$ cat src/rtl/iprt_pkg.sv
// ============================================================================
// iprt_pkg: shared types and codes of the I/O range permission table
// Entry layout, command and status codes, compare flag group.
// ============================================================================
`default_nettype none

package iprt_pkg;

    localparam int unsigned PAGE_SHIFT  = 12;
    localparam int unsigned ADDR_W      = 40;
    localparam int unsigned LEN_W       = 41;
    localparam int unsigned SUM_W       = 42;
    localparam int unsigned SPAGE_W     = ADDR_W - PAGE_SHIFT;
    localparam int unsigned EPAGE_W     = SUM_W - PAGE_SHIFT;
    localparam logic [11:0] PAGE_ROUND  = 12'hFFF;

    localparam logic [1:0] CMD_PERMIT = 2'd0;
    localparam logic [1:0] CMD_DENY   = 2'd1;
    localparam logic [1:0] CMD_CHECK  = 2'd2;
    localparam logic [1:0] CMD_NONE   = 2'd3;

    localparam logic [1:0] ST_OK      = 2'd0;
    localparam logic [1:0] ST_OVERLAP = 2'd1;
    localparam logic [1:0] ST_PARTIAL = 2'd2;
    localparam logic [1:0] ST_FULL    = 2'd3;

    typedef struct packed {
        logic [3:0]         x;
        logic [3:0]         y;
        logic [SPAGE_W-1:0] spage;
        logic [EPAGE_W-1:0] epage;
    } entry_t;

    typedef struct packed {
        logic key_le;    // entry key <= request key
        logic same;      // same shim
        logic ks_lt_ee;  // request start < entry end
        logic ke_gt_es;  // request end > entry start
        logic ks_gt_es;  // request start > entry start
        logic ke_lt_ee;  // request end < entry end
        logic ke_gt_ee;  // request end > entry end
    } cmp_flags_t;

endpackage

`default_nettype wire

$ cat src/rtl/iprt_cmp.sv
// ============================================================================
// iprt_cmp: shared compare unit
// Compares one stored entry against the request key.
// ============================================================================
`default_nettype none

module iprt_cmp (
    input  var iprt_pkg::entry_t     entry,
    input  var iprt_pkg::entry_t     key,
    output var iprt_pkg::cmp_flags_t flags
);

    logic [iprt_pkg::EPAGE_W-1:0] key_s_ext;
    logic [iprt_pkg::EPAGE_W-1:0] ent_s_ext;

    assign key_s_ext = iprt_pkg::EPAGE_W'(key.spage);
    assign ent_s_ext = iprt_pkg::EPAGE_W'(entry.spage);

    always_comb
    begin
        flags.key_le   = {entry.x, entry.y, entry.spage} <= {key.x, key.y, key.spage};
        flags.same     = (entry.x == key.x) && (entry.y == key.y);
        flags.ks_lt_ee = key_s_ext < entry.epage;
        flags.ke_gt_es = key.epage > ent_s_ext;
        flags.ks_gt_es = key.spage > entry.spage;
        flags.ke_lt_ee = key.epage < entry.epage;
        flags.ke_gt_ee = key.epage > entry.epage;
    end

endmodule

`default_nettype wire

$ cat config.mk
export PLATFORM = sky130hd
export DESIGN_NAME = iprt_cmp
export DESIGN_NICKNAME = d
export VERILOG_FILES = /design/src/rtl/iprt_pkg.sv /design/src/rtl/iprt_cmp.sv
export SDC_FILE = /design/constraint.sdc
export NUM_CORES = 1
export LEC_CHECK = 0
export BUFFER_PORTS_ARGS = -buffer_cell sky130_fd_sc_hd__buf_2
export CORE_AREA = 2 2 112 114
export DETAILED_ROUTE_END_ITERATION = 16
export DIE_AREA = 0 0 114 116
export GPL_TIMING_DRIVEN = 0
export PLACE_DENSITY = 0.58
export SLEW_MARGIN = 10
export SYNTH_ARGS = -nofsm -noshare
export SYNTH_HDL_FRONTEND = slang
export SYNTH_SLANG_ARGS = --single-unit
$ cat constraint.sdc
create_clock -name vclk -period 1.5
set_input_delay 0 -clock vclk [all_inputs]
set_output_delay 0 -clock vclk [all_outputs]
set_load 0.02 [all_outputs]
==> out/metrics.yaml, run 1 <==
detailed_routing:
  topRoutingLayerUsed: "met4"
  wl_met2_um: 5630
  wl_um: 11100
  drtAntennaViolNets: 0
  route.met3.wl_um: 592
  drt-met1-wl_um: 4820
  vias: 3760
  drt_iter0_markers: 79
  drcViolationCount: 0
  avgRoutedWirePerCell_um: 14.5
  first_pass_iters: 4
  via_per_inst: 4.90
cells_and_area:
  num-clock-buffers: 0
  area_growth_syn_to_layout_pct: 50.5
  design.seq.count: 0
  drive_above_1_share_pct: 40.7
  seq_area_um2: 0
  fin_nets: 902
die:
  ioPinCount: 139
  start_util_pct: 29.7
  die_area_um2: 13200
  dieHeight_um: 116
  core_region_area_um2: 11900
  fp.dieW_um: 114
  fp-row-count: 40
yosys:
  synthesis.area_um2: 3530
  syn_avg_cell_area_um2: 7.73
  synthTopCellsByCount: "ha_1, inv_1, a21oi_1, a21o_1, nand2_1"
  synth_fp_nets: 738
  yosysTopAreaCell: "ha_1"
  synth.area.top_cells: "ha_1, inv_1, a21o_1, a21oi_1, nand4_1"
  ys.warnings.count: 0
  yosysSeqAreaShare_pct: 0
  synth.most_common_cell: "ha_1"
  netlist-cell-type-count: 40
  synth_top_area_share_pct: 52.8
  synthCells: 457
min_path:
  hold_depth: 4
  hold_class: "in2out"
power_and_ir_drop:
  ir_worst_vdd_uv: 123
  p_per_area_nw_per_um2: 274
  fin_total_pwr_mw: 1.46
  combPwrFrac_pct: 100.0
  p_int_uw: 722
  clkPwrFrac_pct: 0
  p_switching_uw: 734
  p_seq_share_pct: 0
  p_sw_share_pct: 50.4
  p_leak_nw: 2.95
timing:
  fin_ws_ns: -0.243
  fin_crit_ns: 1.74
  hold_viol_final: 0
  finalCritPeriodShare_pct: 116
  max_slew_margin_pct: 76.2
  setup_viol: 5
  drv_slew: 0
  rsz0062_at_grt: "yes"
  fmaxAchievable_mhz: 574
  tightestPinTransition_ns: 0.355
run:
  cap_viol_max_count: 0
grt:
  grt_pass1_wl_um: 17600
  grt.overflow.total: 0
  grt_pass1_vias: 3836
  grt_max_degree: 6
  track_usage_pct: 16.0
  antenna_found_initial: 2
critical_path:
  critPathLaunchType: "primary input"
  end_kind: "primary output"
  crit_chain: "buf_2 > inv_1 > ha_1 > a21o_1 > a211oi_2 > o21ai_1 > a221o_1 > o21ai_1 > a22oi_1 > buf_4"
  critPathMaxFanout: 2
  path_class: "in2out"
  cpMaxStageDelayCell: "a221o_1"
  cp.required_ns: 1.50
  cp_common_cell: "o21ai_1"
  cpPeakStageDelay_ns: 0.33
  worstPathArrival_ns: 1.74
place:
  pre_cts_ws_ns: -0.426
  dpl.hpwl_um: 9760
  port_buffers: 139
  gp_congestion: 0.846
run_status:
  violations: "setup timing"
  outcome: "finished, violations left"
clocking:
  postCtsHoldBufs: 0
==> cell families after synthesis <==
group                      count (synthesis)  share of synthesized area (%)
and+or+nand+nor                           86                           13.7
AOI/OAI and AO/OA                        124                           23.1
adders and majority gates                149                           52.8
buffers and inverters                     98                           10.4
==> power by group through the flow <==
| stage | registers, mW | logic [mW] | clock network [mW] |
|---|---|---|---|
| global placement | 0 | 1.11 | 0 |
| floorplan | 0 | 0.694 | 0 |
| CTS | 0 | 1.39 | 0 |
| detailed placement | 0 | 1.15 | 0 |
| global route | 0 | 1.64 | 0.0000000891 |
| finish | 0 | 1.46 | 0.000000178 |
==> area by class of cell <==
cell class / count / area (um^2)
Inverter: 98 / 393
Antenna cell: 2 / 5.00
Timing Repair Buffer: 162 / 1080
Multi-Input combinational cell: 359 / 3650
Tap cell: 147 / 184
Fill cell: 1178 / 6600
==> layout by cell type (no fill, tap or decap), types with 4 or more instances in the layout <==
master	n
nand4_1	15
nor2_1	17
o21ai_2	4
inv_2	16
buf_4	28
inv_4	6
ha_1	117
inv_1	74
nor3_1	4
a21o_1	34
a21oi_1	36
a211oi_1	4
nand3_1	13
o21ai_0	9
a21oi_2	8
ha_4	30
buf_8	7
buf_2	106
o21ai_1	4
nand2_1	20
buf_6	21
==> per-layer routing <==
layer | global-route usage, % | up-vias
met4 | 1.30 | 0
met1 | 19.7 | 1698
met3 | 1.78 | 6
li1 | - | 1964
met5 | 0 | -
met2 | 31.1 | 92
==> stage by stage <==
step / cells / hold WS [ns] / area, um^2 / util, % / TNS [ns]
6_report: 768 / 0.457 / 5320 / 44.6 / -0.674
2_1_floorplan: 457 / 0.257 / 3540 / - / 0
4_1_cts: 760 / 0.448 / 5130 / 43.1 / -0.821
5_1_grt: 767 / 0.479 / 5310 / 44.6 / -1.23
3_5_place_dp: 743 / 0.462 / 4420 / 37.1 / -1.91
3_3_place_gp: 743 / 0.452 / 4420 / 37.1 / -1.93
==> final timing paths <==
kind | from | to | slack (ns)
max | entry[33] | flags[3] | -0.24
min | entry[65] | flags[6] | 0.46
==> critical path: cells and delay by family <==
kind	cells	cell delay [ns]
buf+inv	3	0.36
fa+ha+maj	1	0.31
compound gates	6	1.07
==> repair_timing <==
item                       4_1_cts  5_1_grt
setup endpoints to repair        6        6
setup buffers                   17        6
resized for setup              120       30
pin swaps                       56       17
Power figures use the tool's default switching activity.
==> inputs of run 2 (changes only) <==
--- a/config.mk
+++ b/config.mk
@@ -6,11 +6,13 @@
 export NUM_CORES = 1
 export LEC_CHECK = 0
 export BUFFER_PORTS_ARGS = -buffer_cell sky130_fd_sc_hd__buf_2
-export CORE_AREA = 2 2 112 114
+export CELL_PAD_IN_SITES_DETAIL_PLACEMENT = 0
+export CELL_PAD_IN_SITES_GLOBAL_PLACEMENT = 2
+export CORE_AREA = 2 2 116 118
 export DETAILED_ROUTE_END_ITERATION = 16
-export DIE_AREA = 0 0 114 116
+export DIE_AREA = 0 0 118 120
 export GPL_TIMING_DRIVEN = 0
-export PLACE_DENSITY = 0.58
+export PLACE_DENSITY = 0.88
 export SLEW_MARGIN = 10
 export SYNTH_ARGS = -nofsm -noshare
 export SYNTH_HDL_FRONTEND = slang
==> run 2 against run 1 <==
Net effect: the run still ends with setup timing left; final cell count rose by 3.6%; wire length increased by 2.0%; sequential share of layout area unchanged; critical path type unchanged; highest routed layer unchanged.
==> out/metrics.yaml, run 2 (synthesis gave the netlist of run 1 again) <==
critical_path:
  critPathLaunchType: "primary input"
  cpMaxStageDelayCell: "a221o_1"
  cp_top_family: "compound AO/OA/AOI/OAI gates"
  worstPathArrival_ns: 1.72
  end_kind: "primary output"
  cp_common_cell: "o21ai_1"
  critPathMaxFanout: 2
  crit_chain: "buf_2 > inv_2 > ha_1 > a21o_1 > a211oi_2 > o21ai_1 > a221o_1 > o21ai_1 > a22oi_1 > buf_4"
  path_class: "in2out"
  cpPeakStageDelay_ns: 0.33
  cp.required_ns: 1.50
  critPathBufInv: 3
timing:
  drv_slew: 0
  rsz0062_at_grt: "yes"
  max_slew_margin_pct: 74.0
  fmaxAchievable_mhz: 582
  tns_ns: -0.613
  fin_crit_ns: 1.72
  finalCritPeriodShare_pct: 115
  setup_viol: 5
  fin_ws_ns: -0.218
  tightestPinTransition_ns: 0.387
  hold_viol_final: 0
place:
  gp_congestion: 0.856
  dpl.hpwl_um: 9980
  port_buffers: 139
die:
  ioPinCount: 139
  core_region_area_um2: 13000
  die_area_um2: 14200
  start_util_pct: 27.2
  fp-row-count: 42
  fp.dieW_um: 118
  dieHeight_um: 120
grt:
  track_usage_pct: 15.6
  grt_pass1_vias: 3934
  antenna_found_initial: 1
  grt.overflow.total: 0
  grt_pass1_wl_um: 18400
  grt_max_degree: 6
power_and_ir_drop:
  ir_worst_vdd_uv: 124
  p_per_area_nw_per_um2: 274
  p_leak_nw: 2.99
  p_int_uw: 742
  fin_total_pwr_mw: 1.49
  p_seq_share_pct: 0
  p_switching_uw: 752
  combPwrFrac_pct: 100.0
  clkPwrFrac_pct: 0
  p_sw_share_pct: 50.3
detailed_routing:
  drcViolationCount: 0
  drt_iter0_markers: 108
  drtAntennaViolNets: 0
  wl_um: 11400
  vias: 3803
  avgRoutedWirePerCell_um: 14.3
  first_pass_iters: 4
  via_per_inst: 4.78
cells_and_area:
  fin_nets: 902
  drive_above_1_share_pct: 41.7
  utilization_pct: 42.1
  num-clock-buffers: 0
  design.seq.count: 0
  area_growth_syn_to_layout_pct: 54.5
  mostFrequentLayoutCells: "ha_1, buf_2, inv_1"
  seq_area_um2: 0
  layout_commonest_cell: "ha_1"
min_path:
  hold_class: "in2out"
run_status:
  outcome: "finished, violations left"
  violations: "setup timing"
run:
  cap_viol_max_count: 0
clocking:
  postCtsHoldBufs: 0
[run 2: cell types whose count changed in the layout (fill, tap and decap cells not counted), sizes merged]
cell | before | now
diode | 2 | 1
[run 2: final cells by class]
class | instances | area, um^2
Antenna cell | 1 | 2.50
Multi-Input combinational cell | 359 | 3690
Inverter | 98 | 408
Tap cell | 176 | 220
Fill cell | 1336 | 7520
Timing Repair Buffer | 162 | 1140
[run 2: per-stage QoR]
step | cell area (um^2) | hold slack, ns | cells | worst slack, ns
6_report | 5460 | 0.465 | 796 | -0.218
2_1_floorplan | 3540 | 0.257 | 457 | 0.00218
3_5_place_dp | 4460 | 0.470 | 772 | -0.439
5_1_grt | 5460 | 0.480 | 795 | -0.347
4_1_cts | 5140 | 0.456 | 788 | -0.224
3_3_place_gp | 4460 | 0.457 | 772 | -0.468
[run 2: power groups by stage]
| stage | Combinational (mW) | Sequential [mW] | Clock (mW) |
|---|---|---|---|
| floorplan | 0.694 | 0 | 0 |
| global placement | 1.12 | 0 | 0 |
| detailed placement | 1.15 | 0 | 0 |
| CTS | 1.38 | 0 | 0 |
| global route | 1.68 | 0 | 0 |
| finish | 1.49 | 0 | 0.0000000891 |
[run 2: repair_timing]
action / 4_1_cts / 5_1_grt
endpoints found under the setup margin: 6 / 6
pin swaps: 51 / 30
resized for setup: 116 / 63
buffers inserted: 16 / 7
[run 2: final timing paths]
kind / from / endpoint / slack, ns / depth (start not counted)
min: entry[65] / flags[6] / 0.46 / 4
max: entry[33] / flags[3] / -0.22 / 10
[run 2: per-layer routing]
metal,global-route usage [%],wire length [um],vias to the layer above
met2,29.7,5670,96
met3,1.62,480,10
met5,0,0,-
met4,2.18,181,0
li1,-,-,1956
met1,19.2,5020,1741
